**config.mk**
```make
export PLATFORM = sky130hd
export DESIGN_NAME = source_text_tokenizer
export DESIGN_NICKNAME = d
export VERILOG_FILES = /design/src/rtl/core/stt_pkg.sv /design/src/rtl/core/stt_front.sv /design/src/rtl/core/stt_queue.sv /design/src/rtl/core/stt_back.sv /design/src/rtl/core/source_text_tokenizer.sv
export SDC_FILE = /design/constraint.sdc
export NUM_CORES = 1
export LEC_CHECK = 0
export ABC_CLOCK_PERIOD_IN_PS = 8050
export BUFFER_PORTS_ARGS = -buffer_cell sky130_fd_sc_hd__buf_2
export CORE_ASPECT_RATIO = 0.5
export CORE_UTILIZATION = 30
export DETAILED_ROUTE_END_ITERATION = 10
export HOLD_SLACK_MARGIN = 0.03
export SLEW_MARGIN = 20
export SYNTH_ARGS = -nofsm -noshare
export SYNTH_HDL_FRONTEND = slang
export SYNTH_HIERARCHICAL = 1
export SYNTH_SLANG_ARGS = --single-unit
```
**constraint.sdc**
```tcl
create_clock -name clk -period 8.05 [get_ports clk]
set_clock_uncertainty 0.2 [all_clocks]
set_input_delay 1.61 -clock clk [delete_from_list [all_inputs] [get_ports clk]]
set_output_delay 1.61 -clock clk [all_outputs]
set_load 0.1 [all_outputs]
```
**src/rtl/core/stt_pkg.sv**
```systemverilog
// ----------------------------------------------------------------------------
// stt_pkg
// Types, token kinds, byte constants and limits shared by the source text
// tokenizer modules.
// ----------------------------------------------------------------------------
package stt_pkg;

	// Longest lexeme that is counted; the count saturates at the cap, which is
	// limited to what the 8-bit length field can carry.
	localparam int MAX_LEXEME = 255;
	localparam logic [7:0] LEN_CAP = (MAX_LEXEME < 255) ? 8'(MAX_LEXEME) : 8'd255;

	// Default depth of the bundle queue between front and back end.
	localparam int QUEUE_DEPTH = 4;

	// Configuration register indexes.
	localparam int CFG_IDX_W = 1;
	localparam logic [CFG_IDX_W-1:0] CFG_STOP_CHAR   = 1'd0;
	localparam logic [CFG_IDX_W-1:0] CFG_STOP_ENABLE = 1'd1;

	// Token kinds.
	localparam logic [3:0] K_INT    = 4'd0;
	localparam logic [3:0] K_IDENT  = 4'd1;
	localparam logic [3:0] K_STRING = 4'd2;
	localparam logic [3:0] K_SEMI   = 4'd3;
	localparam logic [3:0] K_COMMA  = 4'd4;
	localparam logic [3:0] K_OPEN   = 4'd5;
	localparam logic [3:0] K_CLOSE  = 4'd6;
	localparam logic [3:0] K_OPER   = 4'd7;
	localparam logic [3:0] K_END    = 4'd8;
	localparam logic [3:0] K_UNTERM = 4'd9;
	localparam logic [3:0] K_GROUP  = 4'd10;

	// Source bytes with a meaning of their own.
	localparam logic [7:0] CH_SEMI   = 8'h3B;
	localparam logic [7:0] CH_COMMA  = 8'h2C;
	localparam logic [7:0] CH_LPAREN = 8'h28;
	localparam logic [7:0] CH_RPAREN = 8'h29;
	localparam logic [7:0] CH_LBRACE = 8'h7B;
	localparam logic [7:0] CH_RBRACE = 8'h7D;
	localparam logic [7:0] CH_PLUS   = 8'h2B;
	localparam logic [7:0] CH_MINUS  = 8'h2D;
	localparam logic [7:0] CH_STAR   = 8'h2A;
	localparam logic [7:0] CH_SLASH  = 8'h2F;
	localparam logic [7:0] CH_EQUAL  = 8'h3D;
	localparam logic [7:0] CH_QUOTE  = 8'h22;

	typedef struct packed {
		logic [7:0] char_byte;
		logic       end_of_input;
	} in_item_t;

	typedef struct packed {
		logic [3:0]  lex_kind;
		logic [31:0] start_offset;
		logic [7:0]  lexeme_length;
		logic        too_long;
		logic        last_result;
	} result_t;

	typedef struct packed {
		logic [7:0] stop_char;
		logic       stop_enable;
	} cfg_t;

	// One token as produced by the front end.
	typedef struct packed {
		logic [3:0]  kind;
		logic [31:0] start;
		logic [7:0]  len;
		logic        tl;
	} tok_rec_t;

	// All tokens caused by one source byte: up to three, in order.
	typedef struct packed {
		logic [1:0]         count;
		tok_rec_t [2:0]     rec;
	} bundle_t;

endpackage

```
**src/rtl/core/stt_front.sv**
```systemverilog
// ----------------------------------------------------------------------------
// stt_front
// Scanner state machine: classifies each accepted byte and builds the bundle
// of tokens that it completes.
// ----------------------------------------------------------------------------
module stt_front (
	input  logic              clk,
	input  logic              arst_n,
	input  stt_pkg::cfg_t     cfg,
	input  logic              acc,
	input  stt_pkg::in_item_t item,
	output stt_pkg::bundle_t  bundle,
	output logic              push
);

	localparam logic [2:0] M_IDLE  = 3'd0;
	localparam logic [2:0] M_NUM   = 3'd1;
	localparam logic [2:0] M_IDENT = 3'd2;
	localparam logic [2:0] M_STR   = 3'd3;
	localparam logic [2:0] M_OP    = 3'd4;

	logic [2:0]  mode_q, mode_d;
	logic [7:0]  pend_q, pend_d;
	logic [31:0] tstart_q, tstart_d;
	logic [7:0]  len_q, len_d;
	logic        ovf_q, ovf_d;
	logic [31:0] pos_q, pos_d;
	logic        chk_q, chk_d;
	logic        stop, do_start;
	logic [7:0]  b;
	stt_pkg::bundle_t bun;

	function automatic logic is_digit(input logic [7:0] c);
		return (c >= 8'h30) && (c <= 8'h39);
	endfunction

	function automatic logic is_alpha(input logic [7:0] c);
		return ((c >= 8'h61) && (c <= 8'h7A)) || ((c >= 8'h41) && (c <= 8'h5A)) ||
			(c == 8'h5F);
	endfunction

	function automatic stt_pkg::bundle_t put(input stt_pkg::bundle_t bi,
		input logic [3:0] k, input logic [31:0] s, input logic [7:0] l, input logic t);
		stt_pkg::bundle_t r;
		r = bi;
		r.rec[bi.count] = '{kind: k, start: s, len: l, tl: t};
		r.count = bi.count + 2'd1;
		return r;
	endfunction

	always_comb begin
		mode_d   = mode_q;
		pend_d   = pend_q;
		tstart_d = tstart_q;
		len_d    = len_q;
		ovf_d    = ovf_q;
		chk_d    = chk_q;
		pos_d    = pos_q + 32'd1;
		bun      = '0;
		do_start = 1'b0;
		b        = item.char_byte;
		stop     = cfg.stop_enable && (b == cfg.stop_char);

		if (item.end_of_input) begin
			unique case (mode_q)
				M_NUM:   bun = put(bun, stt_pkg::K_INT, tstart_q, len_q, ovf_q);
				M_IDENT: bun = put(bun, stt_pkg::K_IDENT, tstart_q, len_q, ovf_q);
				M_STR:   bun = put(bun, stt_pkg::K_UNTERM, tstart_q, len_q, ovf_q);
				M_OP:    bun = put(bun, stt_pkg::K_OPER, tstart_q, 8'd1, 1'b0);
				default: bun = bun;
			endcase
			bun      = put(bun, stt_pkg::K_END, pos_q, 8'd0, 1'b0);
			mode_d   = M_IDLE;
			pend_d   = '0;
			tstart_d = '0;
			len_d    = '0;
			ovf_d    = 1'b0;
			pos_d    = '0;
			chk_d    = 1'b0;
		end else if (chk_q) begin
			chk_d = 1'b0;
			if (stop) begin
				bun = put(bun, stt_pkg::K_GROUP, pos_q, 8'd0, 1'b0);
			end
			do_start = 1'b1;
		end else begin
			unique case (mode_q) inside
				M_NUM, M_IDENT: begin
					if (is_digit(b) || (mode_q == M_IDENT && is_alpha(b))) begin
						if (len_q < stt_pkg::LEN_CAP) begin
							len_d = len_q + 8'd1;
						end else begin
							ovf_d = 1'b1;
						end
					end else begin
						bun = put(bun, (mode_q == M_NUM) ? stt_pkg::K_INT : stt_pkg::K_IDENT,
							tstart_q, len_q, ovf_q);
						mode_d = M_IDLE;
						if (stop) begin
							bun = put(bun, stt_pkg::K_GROUP, pos_q, 8'd0, 1'b0);
						end
						do_start = 1'b1;
					end
				end
				M_STR: begin
					if (b == stt_pkg::CH_QUOTE) begin
						bun    = put(bun, stt_pkg::K_STRING, tstart_q, len_q, ovf_q);
						mode_d = M_IDLE;
						chk_d  = 1'b1;
					end else if (len_q < stt_pkg::LEN_CAP) begin
						len_d = len_q + 8'd1;
					end else begin
						ovf_d = 1'b1;
					end
				end
				M_OP: begin
					if ((b == stt_pkg::CH_EQUAL) || ((b == pend_q) &&
						((pend_q == stt_pkg::CH_PLUS) || (pend_q == stt_pkg::CH_MINUS)))) begin
						bun    = put(bun, stt_pkg::K_OPER, tstart_q, 8'd2, 1'b0);
						mode_d = M_IDLE;
						chk_d  = 1'b1;
					end else begin
						bun    = put(bun, stt_pkg::K_OPER, tstart_q, 8'd1, 1'b0);
						len_d  = 8'd1;
						ovf_d  = 1'b0;
						mode_d = M_IDLE;
						if (stop) begin
							bun = put(bun, stt_pkg::K_GROUP, pos_q, 8'd0, 1'b0);
						end
						do_start = 1'b1;
					end
				end
				default: do_start = 1'b1;
			endcase
		end

		// Opening of a new token by the current byte.
		if (do_start) begin
			if (is_digit(b) || is_alpha(b)) begin
				mode_d   = is_digit(b) ? M_NUM : M_IDENT;
				tstart_d = pos_q;
				len_d    = 8'd1;
				ovf_d    = 1'b0;
			end else if (b == stt_pkg::CH_QUOTE) begin
				mode_d   = M_STR;
				tstart_d = pos_q + 32'd1;
				len_d    = 8'd0;
				ovf_d    = 1'b0;
			end else if ((b == stt_pkg::CH_PLUS) || (b == stt_pkg::CH_MINUS) ||
				(b == stt_pkg::CH_STAR) || (b == stt_pkg::CH_SLASH)) begin
				mode_d   = M_OP;
				tstart_d = pos_q;
				len_d    = 8'd1;
				ovf_d    = 1'b0;
				pend_d   = b;
			end else if (b == stt_pkg::CH_SEMI) begin
				bun   = put(bun, stt_pkg::K_SEMI, pos_q, 8'd1, 1'b0);
				chk_d = 1'b1;
			end else if (b == stt_pkg::CH_COMMA) begin
				bun   = put(bun, stt_pkg::K_COMMA, pos_q, 8'd1, 1'b0);
				chk_d = 1'b1;
			end else if ((b == stt_pkg::CH_LPAREN) || (b == stt_pkg::CH_LBRACE)) begin
				bun   = put(bun, stt_pkg::K_OPEN, pos_q, 8'd1, 1'b0);
				chk_d = 1'b1;
			end else if ((b == stt_pkg::CH_RPAREN) || (b == stt_pkg::CH_RBRACE)) begin
				bun   = put(bun, stt_pkg::K_CLOSE, pos_q, 8'd1, 1'b0);
				chk_d = 1'b1;
			end
		end
	end

	assign bundle = bun;
	assign push   = acc && (bun.count != 2'd0);

	always_ff @(posedge clk or negedge arst_n) begin
		if (!arst_n) begin
			mode_q   <= M_IDLE;
			pend_q   <= '0;
			tstart_q <= '0;
			len_q    <= '0;
			ovf_q    <= 1'b0;
			pos_q    <= '0;
			chk_q    <= 1'b0;
		end else if (acc) begin
			mode_q   <= mode_d;
			pend_q   <= pend_d;
			tstart_q <= tstart_d;
			len_q    <= len_d;
			ovf_q    <= ovf_d;
			pos_q    <= pos_d;
			chk_q    <= chk_d;
		end
	end

	// End of input restarts the stream at offset zero with the scanner idle.
	a_eoi_restart: assert property (@(posedge clk) disable iff (!arst_n)
		acc && item.end_of_input |=> (pos_q == 32'd0) && (mode_q == M_IDLE) && !chk_q)
		else $error("scanner not restarted after end of input");

	// Every end of input produces at least its end token.
	a_eoi_push: assert property (@(posedge clk) disable iff (!arst_n)
		acc && item.end_of_input |-> push)
		else $error("end of input without a token bundle");

endmodule

```
**src/rtl/core/stt_queue.sv**
```systemverilog
// ----------------------------------------------------------------------------
// stt_queue
// Short first-in first-out queue of token bundles between front and back end.
// ----------------------------------------------------------------------------
module stt_queue #(
	parameter int DEPTH = stt_pkg::QUEUE_DEPTH
) (
	input  logic             clk,
	input  logic             arst_n,
	input  logic             push,
	input  stt_pkg::bundle_t wr_data,
	input  logic             pop,
	output stt_pkg::bundle_t rd_data,
	output logic             full,
	output logic             empty
);

	localparam int PW = (DEPTH > 1) ? $clog2(DEPTH) : 1;
	localparam int CW = $clog2(DEPTH + 1);

	stt_pkg::bundle_t   mem_q [DEPTH];
	logic [PW-1:0]      wr_ptr_q, rd_ptr_q;
	logic [CW-1:0]      count_q;

	assign full    = (count_q == CW'(DEPTH));
	assign empty   = (count_q == '0);
	assign rd_data = mem_q[rd_ptr_q];

	always_ff @(posedge clk) begin
		if (push) begin
			mem_q[wr_ptr_q] <= wr_data;
		end
	end

	always_ff @(posedge clk or negedge arst_n) begin
		if (!arst_n) begin
			wr_ptr_q <= '0;
			rd_ptr_q <= '0;
			count_q  <= '0;
		end else begin
			if (push) begin
				wr_ptr_q <= (wr_ptr_q == PW'(DEPTH - 1)) ? '0 : wr_ptr_q + PW'(1);
			end
			if (pop) begin
				rd_ptr_q <= (rd_ptr_q == PW'(DEPTH - 1)) ? '0 : rd_ptr_q + PW'(1);
			end
			case ({push, pop})
				2'b10:   count_q <= count_q + CW'(1);
				2'b01:   count_q <= count_q - CW'(1);
				default: count_q <= count_q;
			endcase
		end
	end

	a_no_overflow: assert property (@(posedge clk) disable iff (!arst_n)
		push |-> !full)
		else $error("bundle queue written while full");

	a_no_underflow: assert property (@(posedge clk) disable iff (!arst_n)
		pop |-> !empty)
		else $error("bundle queue read while empty");

endmodule

```
**src/rtl/core/stt_back.sv**
```systemverilog
// ----------------------------------------------------------------------------
// stt_back
// Unpacks queued bundles into single tokens and holds each one in the output
// register until the receiver takes it.
// ----------------------------------------------------------------------------
module stt_back (
	input  logic             clk,
	input  logic             arst_n,
	input  stt_pkg::bundle_t head,
	input  logic             empty,
	output logic             pop,
	output logic             tok_valid,
	input  logic             tok_stall,
	output stt_pkg::result_t tok_item
);

	logic             tok_valid_q;
	stt_pkg::result_t tok_q;
	logic [1:0]       idx_q;
	logic             load, is_last;
	stt_pkg::tok_rec_t cur;

	assign cur     = head.rec[idx_q];
	assign is_last = (idx_q == (head.count - 2'd1));
	assign load    = !empty && (!tok_valid_q || !tok_stall);
	assign pop     = load && is_last;

	always_ff @(posedge clk or negedge arst_n) begin
		if (!arst_n) begin
			tok_valid_q <= 1'b0;
			idx_q       <= '0;
		end else if (load) begin
			tok_valid_q <= 1'b1;
			idx_q       <= is_last ? 2'd0 : idx_q + 2'd1;
		end else if (!tok_stall) begin
			tok_valid_q <= 1'b0;
		end
	end

	always_ff @(posedge clk) begin
		if (load) begin
			tok_q <= '{lex_kind: cur.kind, start_offset: cur.start,
				lexeme_length: cur.len, too_long: cur.tl, last_result: is_last};
		end
	end

	assign tok_valid = tok_valid_q;
	assign tok_item  = tok_q;

	// A queued bundle always carries at least one token.
	a_bundle_nonempty: assert property (@(posedge clk) disable iff (!arst_n)
		!empty |-> (head.count != 2'd0) && (idx_q < head.count))
		else $error("token index outside queued bundle");

endmodule

```
**src/rtl/core/source_text_tokenizer.sv**
```systemverilog
// ----------------------------------------------------------------------------
// source_text_tokenizer
// Byte-serial lexical tokenizer: integers, identifiers, strings, punctuation
// and arithmetic operators, with optional group-end markers on a stop byte.
// ----------------------------------------------------------------------------
//
//   Channel   Handshake                 Payload     Transfer when
//   source    src_valid / src_stall     src_item    valid high, stall low
//   token     tok_valid / tok_stall     tok_item    valid high, stall low
//   config    cfg_valid / cfg_ready     cfg_index,  valid and ready high
//                                       cfg_data
//
// One source byte is taken per clock cycle while the queue has room. The
// front end classifies the byte in the cycle of its transfer and writes the
// tokens that it completes (up to three) as one bundle into a short queue; the
// back end sends one token per cycle from the queue through a registered
// output while tok_stall is low. Sustained input rate is therefore one byte per
// cycle as long as bytes produce at most one token on average and tok_stall
// stays low; bursts of several tokens are absorbed by the queue, and the source
// sees stall only while the queue is full. Tokens are queued, then registered.
// Reset is asynchronous and active low; it clears the scanner, the queue and
// both configuration registers. Configuration writes are always accepted.
//
module source_text_tokenizer #(
	parameter int QUEUE_DEPTH = stt_pkg::QUEUE_DEPTH
) (
	input  logic                           clk,
	input  logic                           arst_n,
	input  logic                           src_valid,
	output logic                           src_stall,
	input  stt_pkg::in_item_t              src_item,
	output logic                           tok_valid,
	input  logic                           tok_stall,
	output stt_pkg::result_t               tok_item,
	input  logic                           cfg_valid,
	output logic                           cfg_ready,
	input  logic [stt_pkg::CFG_IDX_W-1:0]  cfg_index,
	input  logic [7:0]                     cfg_data
);

	// Configuration registers: the user writes them only while the block is idle; not enforced.
	stt_pkg::cfg_t    cfg_q;
	logic             acc;
	logic             push, pop, full, empty;
	stt_pkg::bundle_t wr_bundle, head;

	assign cfg_ready = 1'b1;

	always_ff @(posedge clk or negedge arst_n) begin
		if (!arst_n) begin
			cfg_q <= '0;
		end else if (cfg_valid && cfg_ready) begin
			case (cfg_index)
				stt_pkg::CFG_STOP_CHAR:   cfg_q.stop_char   <= cfg_data;
				stt_pkg::CFG_STOP_ENABLE: cfg_q.stop_enable <= cfg_data[0];
				default:                  cfg_q             <= cfg_q;
			endcase
		end
	end

	// The source is held off only while the queue has no room for a bundle.
	assign src_stall = full;
	assign acc       = src_valid && !src_stall;

	// Front end: scanner state and token classification.
	stt_front u_front (
		.clk    (clk),
		.arst_n (arst_n),
		.cfg    (cfg_q),
		.acc    (acc),
		.item   (src_item),
		.bundle (wr_bundle),
		.push   (push)
	);

	// Decoupling queue of token bundles.
	stt_queue #(
		.DEPTH (QUEUE_DEPTH)
	) u_queue (
		.clk     (clk),
		.arst_n  (arst_n),
		.push    (push),
		.wr_data (wr_bundle),
		.pop     (pop),
		.rd_data (head),
		.full    (full),
		.empty   (empty)
	);

	// Back end: one token per transfer on the output channel.
	stt_back u_back (
		.clk       (clk),
		.arst_n    (arst_n),
		.head      (head),
		.empty     (empty),
		.pop       (pop),
		.tok_valid (tok_valid),
		.tok_stall (tok_stall),
		.tok_item  (tok_item)
	);

endmodule

```
==> out/qor.yml, run 1 <==
cts:
  clk_latency_ns: 0.62
  cts_buffer_depth: 3
  htreeDepth: 3
  cts_root_buf: "clkbuf_16"
  cts_resized: 0
  clock-sinks: 698
  tritoncts: "done"
  cts.clk_slew.worst_paths_ns: 0.06
  post-cts-setup-buffer-count: 0
  cts_made_buffers: 71
  cts_hold_buf: 0
global_routing:
  grt_pass1_vias: 17300
  grt_pass1_wl_mm: 109
  grt_overflow_total: 0
  grt_max_degree: 109
  track_usage_pct: 13.6
  antenna_found_initial: 1
critical_path:
  rr_startpoint: "u_front/mode_q[0]"
  path_class: "in2reg"
  rrSetupSlack_ns: 3.35
  cpMaxStageDelayCell: "and2_4"
  crit_chain: "buf_2, nor4_1, and2_1, o31a_1, buf_4, nand2_1, a2111oi_4, nor3_4, buf_4, a21oi_2, and2_4, buf_4"
  arrival_ns: 5.62
  cp.required_ns: 8.10
  cp_top_family: "simple AND/OR/NAND/NOR gates"
  r2r_end: "u_queue/mem_q[1][56]"
  startpoint_type: "input port"
  cp_max_fo: 46
  cp-end-kind: "flip-flop"
  rr_worst_depth: 9
  crit_top_cell: "buf_4"
  path_buf_inv: 4
  max_stage_delay_ns: 0.72
sta:
  holdWs_ns: 0.281
  finalSetupTns_ns: 0
  relSlewSlack_pct: 21.6
  rsz0062_at_grt: "no"
  hold_viol_final: 0
  drv_slew: 0
  setup_ws_ns: 2.48
  fin_crit_sh_pct: 69.2
  fmax_ghz: 0.179
  tightest_slew_ns: 1.18
  setup_viol: 0
  min_period_ns: 5.57
floorplan:
  rows: 82
  ioPinCount: 72
  initial_utilization_pct: 30.4
  dieArea_um2: 104000
  fp.coreArea_um2: 101000
  die_w_um: 454
  die_h_um: 228
power_and_ir_drop:
  vdd_drop_max_mv: 0.273
  p_per_area_nw_per_um2: 351
  leakage_uw: 0.0115
finish:
  fillers: 9558
  syn_to_final_growth_pct: 12.6
  utilization_pct: 34.3
  layout_common_cells: "edfxtp_1 (594), nand2_1 (171), mux4_2 (137)"
  diodes: 0
  final_common_cell: "edfxtp_1"
  post_route_cells_drive_above_1_share_pct: 21.1
  fin_nets: 2018
synthesis:
  ys.flop_type: "edfxtp_1"
  ys_seq_elements: 698
  synth_area_leader_cell: "edfxtp_1"
  synth_edf_count: 594
  async_flop_share_pct: 14.9
  netlist_top_cells_area: "edfxtp_1 (58%), mux4_2 (10%), dfrtp_1 (8.5%)"
  synth.top_cell.area_share_pct: 58.2
  ys_seq_area_share_pct: 66.7
  synth.cell_area_um2: 30700
  yosysUniqueCellTypes: 92
  syn_inst: 1957
  synth_warnings: 6
  syn-mean-instance-area_um2: 15.7
min_path:
  hold_depth: 1
  hp-class: "reg2reg"
  min_to: "u_queue/count_q[2]"
  min_from: "u_queue/count_q[2]"
routing:
  vias: 17300
  first_iter_violations: 1548
  drcViolationCount: 0
  firstDrtPassIters: 5
  vias_per_cell: 5.12
  antenna_left: 0
  wire_per_inst_um: 21.2
  routed_wl_mm: 71.6
place:
  hpwl_mm: 42.8
  place_ws_ns: 1.59
  io_buffers: 70
  gp_congestion: 0.853
run:
  maxCapViolations: 0
status:
  status: "finished clean"
## state kept, by name, summed over array words and instances, names as in the netlist, 2 cells and up
signal            flops
cfg_q                 9
u_queue/count_q       3
u_front/pos_q        32
u_front/tstart_q     32
u_front/len_q         8
u_front/pend_q        8
u_back/tok_item      46
u_queue/wr_ptr_q      2
u_front/mode_q        3
u_queue/mem_q       548
u_queue/rd_ptr_q      2
u_back/idx_q          2
## Yosys cell counts, types with 6 or more instances
master,number
a22o_1,18
nor3_1,21
xor2_1,12
clkbuf_1,68
edfxtp_1,594
o21ai_0,121
o31ai_1,25
mux2_4,8
a22oi_1,51
dfrtp_1,104
buf_6,30
nand2_1,171
inv_1,26
xnor2_1,20
o21ai_1,48
and2_1,53
a211oi_1,9
nand4_1,10
a21o_1,8
nand2b_1,9
and3_1,19
nor3b_2,26
o22ai_1,11
buf_4,31
o2bb2ai_1,13
a21oi_1,37
nand3_1,22
or3_1,6
mux2i_1,51
buf_2,31
mux4_2,137
a31oi_1,16
ha_1,8
nor2_1,46
## routing by layer
layer,wire length [µm],GRT usage (%),vias to the layer above
li1,-,-,7687
met1,31700,18.9,8979
met2,34500,22.4,524
met3,3730,1.59,125
met4,1700,4.00,0
met5,0,0,-
## worst max path at each step
stage	slack (ns)	from	cells past startpoint	to
after floorplan	0.52	src_item[3]	12	u_queue/mem_q[3][0]
final	2.48	src_item[1]	12	u_queue/mem_q[1][56]
after detailed placement	1.59	src_item[0]	9	u_queue/mem_q[1][98]
after global routing	2.25	src_item[1]	12	u_queue/mem_q[1][98]
after global placement	1.58	src_item[0]	9	u_queue/mem_q[1][105]
after CTS	2.20	src_item[0]	9	u_queue/mem_q[1][56]
## cell type report
cell class	instances	area, µm²	share of cell area, %
clock inverter	39	484	1.40
sequential	698	20500	59.2
multi-input combinational	1079	9190	26.6
timing repair buffer	109	733	2.12
tap	1344	1680	4.87
inverter	27	101	0.293
clock buffer	87	1890	5.47
## stage by stage
step / cell area, µm² / power [µW] / instances
CTS: 34500 / 12300 / 3383
global placement: 32100 / 8880 / 3257
detailed placement: 32100 / 8920 / 3257
global route: 34500 / 12600 / 3383
finish: 34500 / 12100 / 3383
floorplan: 30700 / 8030 / 1973
## report_power, final
group	leakage (µW)	internal (µW)	total [µW]	switching, µW
Sequential	0.00702	4580	4920	342
Combinational	0.00331	1230	3850	2610
Clock	0.00116	1970	3360	1390
Total	0.0115	7780	12100	4350
## cells by family after synthesis
group	count (synthesis)	share of synthesized area [%]
DFF	698	66.7
and+or+nand+nor	423	7.61
AOI/OAI and AO/OA	397	8.37
muxes	199	12.2
buffers and inverters	196	3.76
xor gates and xnor gates	33	0.967
adders and majority gates	9	0.392
other	2	0.0245
Power figures use the tool's default switching activity.
==> inputs of run 2 (changes only) <==
--- a/config.mk
+++ b/config.mk
@@ -5,7 +5,8 @@
 export SDC_FILE = /design/constraint.sdc
 export NUM_CORES = 1
 export LEC_CHECK = 0
-export ABC_CLOCK_PERIOD_IN_PS = 8050
+export ABC_AREA = 1
+export ABC_CLOCK_PERIOD_IN_PS = 4620
 export BUFFER_PORTS_ARGS = -buffer_cell sky130_fd_sc_hd__buf_2
 export CORE_ASPECT_RATIO = 0.5
 export CORE_UTILIZATION = 30
==> constraint.sdc (replaced) <==
create_clock -name clk -period 4.62 [get_ports clk]
set_clock_uncertainty 0.2 [all_clocks]
set_input_delay 0.924 -clock clk [delete_from_list [all_inputs] [get_ports clk]]
set_output_delay 0.924 -clock clk [all_outputs]
set_load 0.1 [all_outputs]
==> run 2 against run 1 <==
Net effect: synthesized area grew 7.8%; combinational power up 120%; synthesized cell count is 66% higher; die area is 7.8% higher; register-to-register slack worse by 2.6 ns; utilization rose by 0.056 points; final cell count increased by 41%; non-clock buffer count increased by 24; power rose by 90%; worst hold slack lost 0.17 ns; critical endpoint is now u_queue/mem_q[0][118]; largest power group unchanged.
==> out/qor.yml, run 2 <==
finish:
  layout_common_cells: "nand2_1 (776), edfxtp_1 (594), inv_1 (405)"
  syn_to_final_growth_pct: 12.5
  fillers: 10700
  multi_input_area_um2: 9750
  fin_cells: 4767
  regMostFlops: "u_queue/mem_q"
  largest_reg_flops: 548
  fin_nets: 3306
  fin_area_um2: 37200
  utilization_pct: 34.3
  post_route_cells_drive_above_1_share_pct: 9.99
  diodes: 0
  final_common_cell: "nand2_1"
  regArea_um2: 20400
sta:
  fin_crit_sh_pct: 83.0
  hold_viol_final: 0
  setup_viol: 0
  tightest_slew_ns: 1.03
  finalSetupTns_ns: 0
  min_period_ns: 3.83
  relSlewSlack_pct: 30.9
  drv_slew: 0
  fmax_ghz: 0.261
  setup_ws_ns: 0.786
  rsz0062_at_grt: "no"
status:
  status: "finished clean"
cts:
  clock-sinks: 698
  cts.clk_slew.worst_paths_ns: 0.06
  cts_made_buffers: 72
  clk_latency_ns: 0.65
  cts_root_buf: "clkbuf_16"
  cts_resized: 0
  htreeDepth: 3
  post-cts-setup-buffer-count: 0
  cts_hold_buf: 0
  cts_buffer_depth: 3
  tritoncts: "done"
synthesis:
  netlist_top_cells_area: "edfxtp_1 (54%), nand2_1 (8.9%), dfrtp_1 (7.9%)"
  async_flop_share_pct: 14.9
  synth.most_common_cell: "nand2_1"
  yosysUniqueCellTypes: 53
  syn-mean-instance-area_um2: 10.2
  synth_common_cells: "nand2_1 (782), edfxtp_1 (594), inv_1 (410), o211ai_1 (275), nor2_1 (204)"
  synth_warnings: 6
  syn_inst: 3244
  synth_area_leader_cell: "edfxtp_1"
  ys_seq_area_share_pct: 61.8
  ys_seq_elements: 698
  synth.cell_area_um2: 33100
  ys.flop_type: "edfxtp_1"
  synth_edf_count: 594
  synth.top_cell.area_share_pct: 53.9
place:
  gp_congestion: 0.889
  io_buffers: 70
  dpl.cell_count: 4635
  post_dp_cell_area_um2: 34800
  hpwl_mm: 55.8
  place_ws_ns: 0.315
power_and_ir_drop:
  switching_power_uw: 9540
  swShare_pct: 41.3
  pwr-share-seq_pct: 36.9
  p_per_area_nw_per_um2: 620
  combPwrFrac_pct: 36.8
  p_clk_share_pct: 26.2
  vdd_drop_max_mv: 0.460
  leakage_uw: 0.0146
  p_int_uw: 13500
floorplan:
  initial_utilization_pct: 30.5
  fp.coreArea_um2: 108000
  ioPinCount: 72
  rows: 85
  dieArea_um2: 112000
  die_h_um: 237
  die_w_um: 472
routing:
  firstDrtPassIters: 5
  antenna_left: 0
  drcViolationCount: 0
  wire_per_inst_um: 18.7
  vias: 23800
  vias_per_cell: 4.99
  first_iter_violations: 2212
  routed_wl_mm: 89.2
global_routing:
  grt_pass1_vias: 22800
  grt_max_degree: 200
  grt_overflow_total: 0
  grt_pass1_wl_mm: 138
  track_usage_pct: 15.9
  antenna_found_initial: 4
critical_path:
  cp_max_fo: 16
  path_class: "reg2reg"
  crit_top_cell: "nand2_4"
  max_stage_delay_ns: 0.51
  startpoint_type: "flip-flop"
  crit_chain: "nor3_4, inv_2, nand3_4, nand2_2, inv_2, nand2_4, nand2_4, nor2_8, inv_6, nand3_2, nand2_1, inv_1, nand2_4, clkinvlp_4, buf_4"
  arrival_ns: 4.01
  cp-end-kind: "flip-flop"
  rr_worst_depth: 15
  cpMaxStageDelayCell: "clkinvlp_4"
  cp.required_ns: 4.80
min_path:
  hp-class: "in2async"
run:
  maxCapViolations: 0
-- run 2: critical path, delay by kind of cell, from the launching register on --
kind / cells / cell delay, ns
buffers and inverters: 6 / 1.67
DFF: 1 / 0.44
and+or+nand+nor: 9 / 1.22
-- run 2: path summary, 6_finish.rpt --
check,start,endpoint,slack [ns]
worst max-delay path,u_front/mode_q[0],u_queue/mem_q[0][118],0.79
worst min-delay path,arst_n,u_back/tok_valid,0.11
worst max register to register,u_front/mode_q[0],u_queue/mem_q[0][118],0.79
max in group asynchronous,arst_n,u_front/pos_q[22],3.30
worst min register to register,cfg_q[0],cfg_q[0],0.28
min in group clk,cfg_q[0],cfg_q[0],0.28
-- run 2: final cells by class --
class / count / share of cell area [%]
Tap cell: 1435 / 4.83
Clock buffer: 87 / 5.08
Inverter: 442 / 4.59
Sequential cell: 698 / 55.0
Multi-Input combinational cell: 1927 / 26.2
Clock inverter: 45 / 1.47
Timing Repair Buffer: 133 / 2.86
-- run 2: power groups by stage --
| stage | Combinational [µW] | Sequential [µW] | Clock (µW) |
|---|---|---|---|
| 5_1_grt | 9250 | 8620 | 6410 |
| 6_report | 8500 | 8520 | 6050 |
| 3_3_place_gp | 8450 | 8630 | 0 |
| 3_5_place_dp | 8520 | 8660 | 0 |
| 4_1_cts | 8540 | 8530 | 6150 |
| 2_1_floorplan | 5050 | 10200 | 0 |
-- run 2: metrics by stage --
stage | total power (µW) | hold slack (ns)
floorplan | 15200 | 0.235
finish | 23100 | 0.107
global placement | 17100 | 0.275
detailed placement | 17200 | 0.275
CTS | 23200 | 0.118
global route | 24300 | 0.129
-- run 2: logic make-up after synthesis --
group / share of synthesized area [%]
simple gates: 15.6
compound gates: 12.6
buf+inv: 9.13
xor+xnor: 0.424
other cells: 0.0227
flops: 61.8
fa+ha+maj: 0.363
-- run 2: metal layers --
metal	vias up	global-route usage, %	part of all wire (%)
li1	11200	-	-
met2	794	24.7	45
met4	0	4.50	2.4
met5	-	0	0
met1	11700	22.5	46
met3	146	2.73	7.0
==> inputs of run 3 (changes only) <==
--- a/config.mk
+++ b/config.mk
@@ -6,7 +6,7 @@
 export NUM_CORES = 1
 export LEC_CHECK = 0
 export ABC_AREA = 1
-export ABC_CLOCK_PERIOD_IN_PS = 4620
+export ABC_CLOCK_PERIOD_IN_PS = 3150
 export BUFFER_PORTS_ARGS = -buffer_cell sky130_fd_sc_hd__buf_2
 export CORE_ASPECT_RATIO = 0.5
 export CORE_UTILIZATION = 30
==> constraint.sdc (replaced) <==
create_clock -name clk -period 3.15 [get_ports clk]
set_clock_uncertainty 0.2 [all_clocks]
set_input_delay 0.63 -clock clk [delete_from_list [all_inputs] [get_ports clk]]
set_output_delay 0.63 -clock clk [all_outputs]
set_load 0.1 [all_outputs]
==> run 3 against run 2 <==
Net effect: cell area up 4.2%; first-iteration DRC count grew 4.9%; register-to-register slack worse by 0.58 ns; die area is the same; sequential power up 46%; utilization is 1.4 points higher; via count up 2.3%; largest cell class unchanged; final cell count up 3.4%; fmax up 30%; setup slack worse by 0.58 ns; critical path depth rose by 5.
==> out/qor.yml, run 3 (synthesis results as in run 2) <==
power_and_ir_drop:
  vdd_drop_max_mv: 0.806
  leakage_uw: 0.0155
  p_per_area_nw_per_um2: 893
global_routing:
  track_usage_pct: 16.0
  grt_pass1_wl_mm: 139
  grt_pass1_vias: 23200
  antenna_found_initial: 2
  grt_max_degree: 213
  grt_overflow_total: 0
critical_path:
  arrival_ns: 3.08
  path_class: "reg2reg"
  cp_max_fo: 20
  crit_chain: "inv_4, nand2_4, nor2_4, inv_2, nand2_2, nand3_4, nand2_4, inv_2, nand2_4, nand2_4, nor2_8, inv_6, nand3_2, nand2_1, inv_2, buf_12, nand2_4, clkinvlp_4, buf_12, buf_12"
  startpoint_type: "flip-flop"
  cpMaxStageDelayCell: "dfrtp_1"
  cp-end-kind: "flip-flop"
  cp.required_ns: 3.28
  crit_top_cell: "nand2_4"
  cp_top_family: "simple AND/OR/NAND/NOR gates"
  max_stage_delay_ns: 0.39
  path_buf_inv: 9
finish:
  multi_input_area_um2: 9790
  layout_common_cells: "nand2_1 (775), edfxtp_1 (594), inv_1 (402)"
  largest_reg_flops: 548
  fillers: 10600
  utilization_pct: 35.8
  regMostFlops: "u_queue/mem_q"
  fin_nets: 3469
  post_route_cells_drive_above_1_share_pct: 14.2
  final_common_cell: "nand2_1"
  diodes: 0
  fin_area_um2: 38700
  syn_to_final_growth_pct: 17.2
  regArea_um2: 20400
floorplan:
  dieArea_um2: 112000
  die_h_um: 237
  rows: 85
  die_w_um: 472
  ioPinCount: 72
  initial_utilization_pct: 30.5
  fp.coreArea_um2: 108000
place:
  io_buffers: 70
  hpwl_mm: 58.9
  post_dp_cell_area_um2: 36300
  gp_congestion: 0.947
routing:
  vias: 24300
  firstDrtPassIters: 5
  vias_per_cell: 4.94
  wire_per_inst_um: 18.4
  antenna_left: 0
  first_iter_violations: 2321
  routed_wl_mm: 90.9
  drcViolationCount: 0
cts:
  cts_made_buffers: 71
  htreeDepth: 3
  cts.clk_slew.worst_paths_ns: 0.06
  cts_root_buf: "clkbuf_16"
  tritoncts: "done"
  cts_buffer_depth: 3
  clk_latency_ns: 0.64
  clock-sinks: 698
sta:
  drv_slew: 0
  tightest_slew_ns: 1.01
  setup_viol: 0
  fin_crit_sh_pct: 93.5
  hold_viol_final: 0
  min_period_ns: 2.95
  relSlewSlack_pct: 32.7
  fmax_ghz: 0.339
status:
  status: "finished clean"
min_path:
  hp-class: "in2reg"
run:
  maxCapViolations: 0
==> run 3: cell types whose count changed in the layout (fill, tap and decap cells not counted), moves of 3 or more <==
| cell | previous run | this run |
|---|---|---|
| buf_4 | 45 | 174 |
| buf_12 | 19 | 47 |
| clkbuf_8 | 1 | 8 |
| dlygate4sd3_1 | 0 | 6 |
| bufinv_16 | 9 | 4 |
| clkinvlp_4 | 10 | 5 |
| inv_1 | 405 | 402 |
==> run 3: through the flow <==
step / setup TNS [ns] / setup WS (ns) / total power [µW] / hold WS (ns) / cells
floorplan: -810.91 / -1.48 / 22300 / 0.134 / 3260
global placement: -89.81 / -0.337 / 26100 / 0.278 / 4792
detailed placement: -102.54 / -0.268 / 26300 / 0.286 / 4792
CTS: 0 / 0.00831 / 34800 / 0.0327 / 4928
global route: -0.0390 / -0.0390 / 36400 / 0.0506 / 4929
finish: 0 / 0.203 / 34600 / 0.0586 / 4929
==> run 3: final cells by class <==
class,count,area share [%]
flip-flops and latches,698,52.8
well taps,1435,4.63
clock inverters,33,0.833
repair buffers,297,6.87
inverters,442,4.42
clock buffers,97,5.21
multi-input cells,1927,25.3
==> run 3: what timing repair did <==
action / in CTS / in global routing
buffers inserted: 0 / 1
hold endpoints to repair: 30 / 0
resized for setup: 0 / 14
endpoints found under the setup margin: 0 / 337
hold buffers: 6 / 0
==> run 3: per-layer routing <==
layer  vias up  part of all wire (%)  GRT usage (%)
met1     11800                    45           22.3
li1      11600                     -              -
met5         -                     0              0
met4         0                   2.6           4.94
met2       854                    45           25.1
met3       138                   7.0           3.14
==> run 3: where the power goes <==
group          leakage, µW  internal, µW  switching [µW]
registers          0.00702         11900             516
clock network      0.00115          4860            3630
logic              0.00729          3670           10000
==> run 3: worst min-delay path: cells and delay by family <==
kind	cells	cell delay, ns
buf+inv	1	0.08
simple gates	2	0.13
==> run 3: path summary, 6_finish.rpt <==
check	from	end	slack, ns	cells after the start
hold reg to reg	cfg_q[7]	cfg_q[7]	0.29	2
min in group asynchronous	arst_n	u_front/pos_q[6]	0.30	2
hold / removal	cfg_data[1]	cfg_q[2]	0.06	3
setup / recovery	u_front/mode_q[2]	u_queue/mem_q[1][65]	0.20	20
setup reg to reg	u_front/mode_q[2]	u_queue/mem_q[1][65]	0.20	20
max in group asynchronous	arst_n	u_front/tstart_q[19]	1.74	3
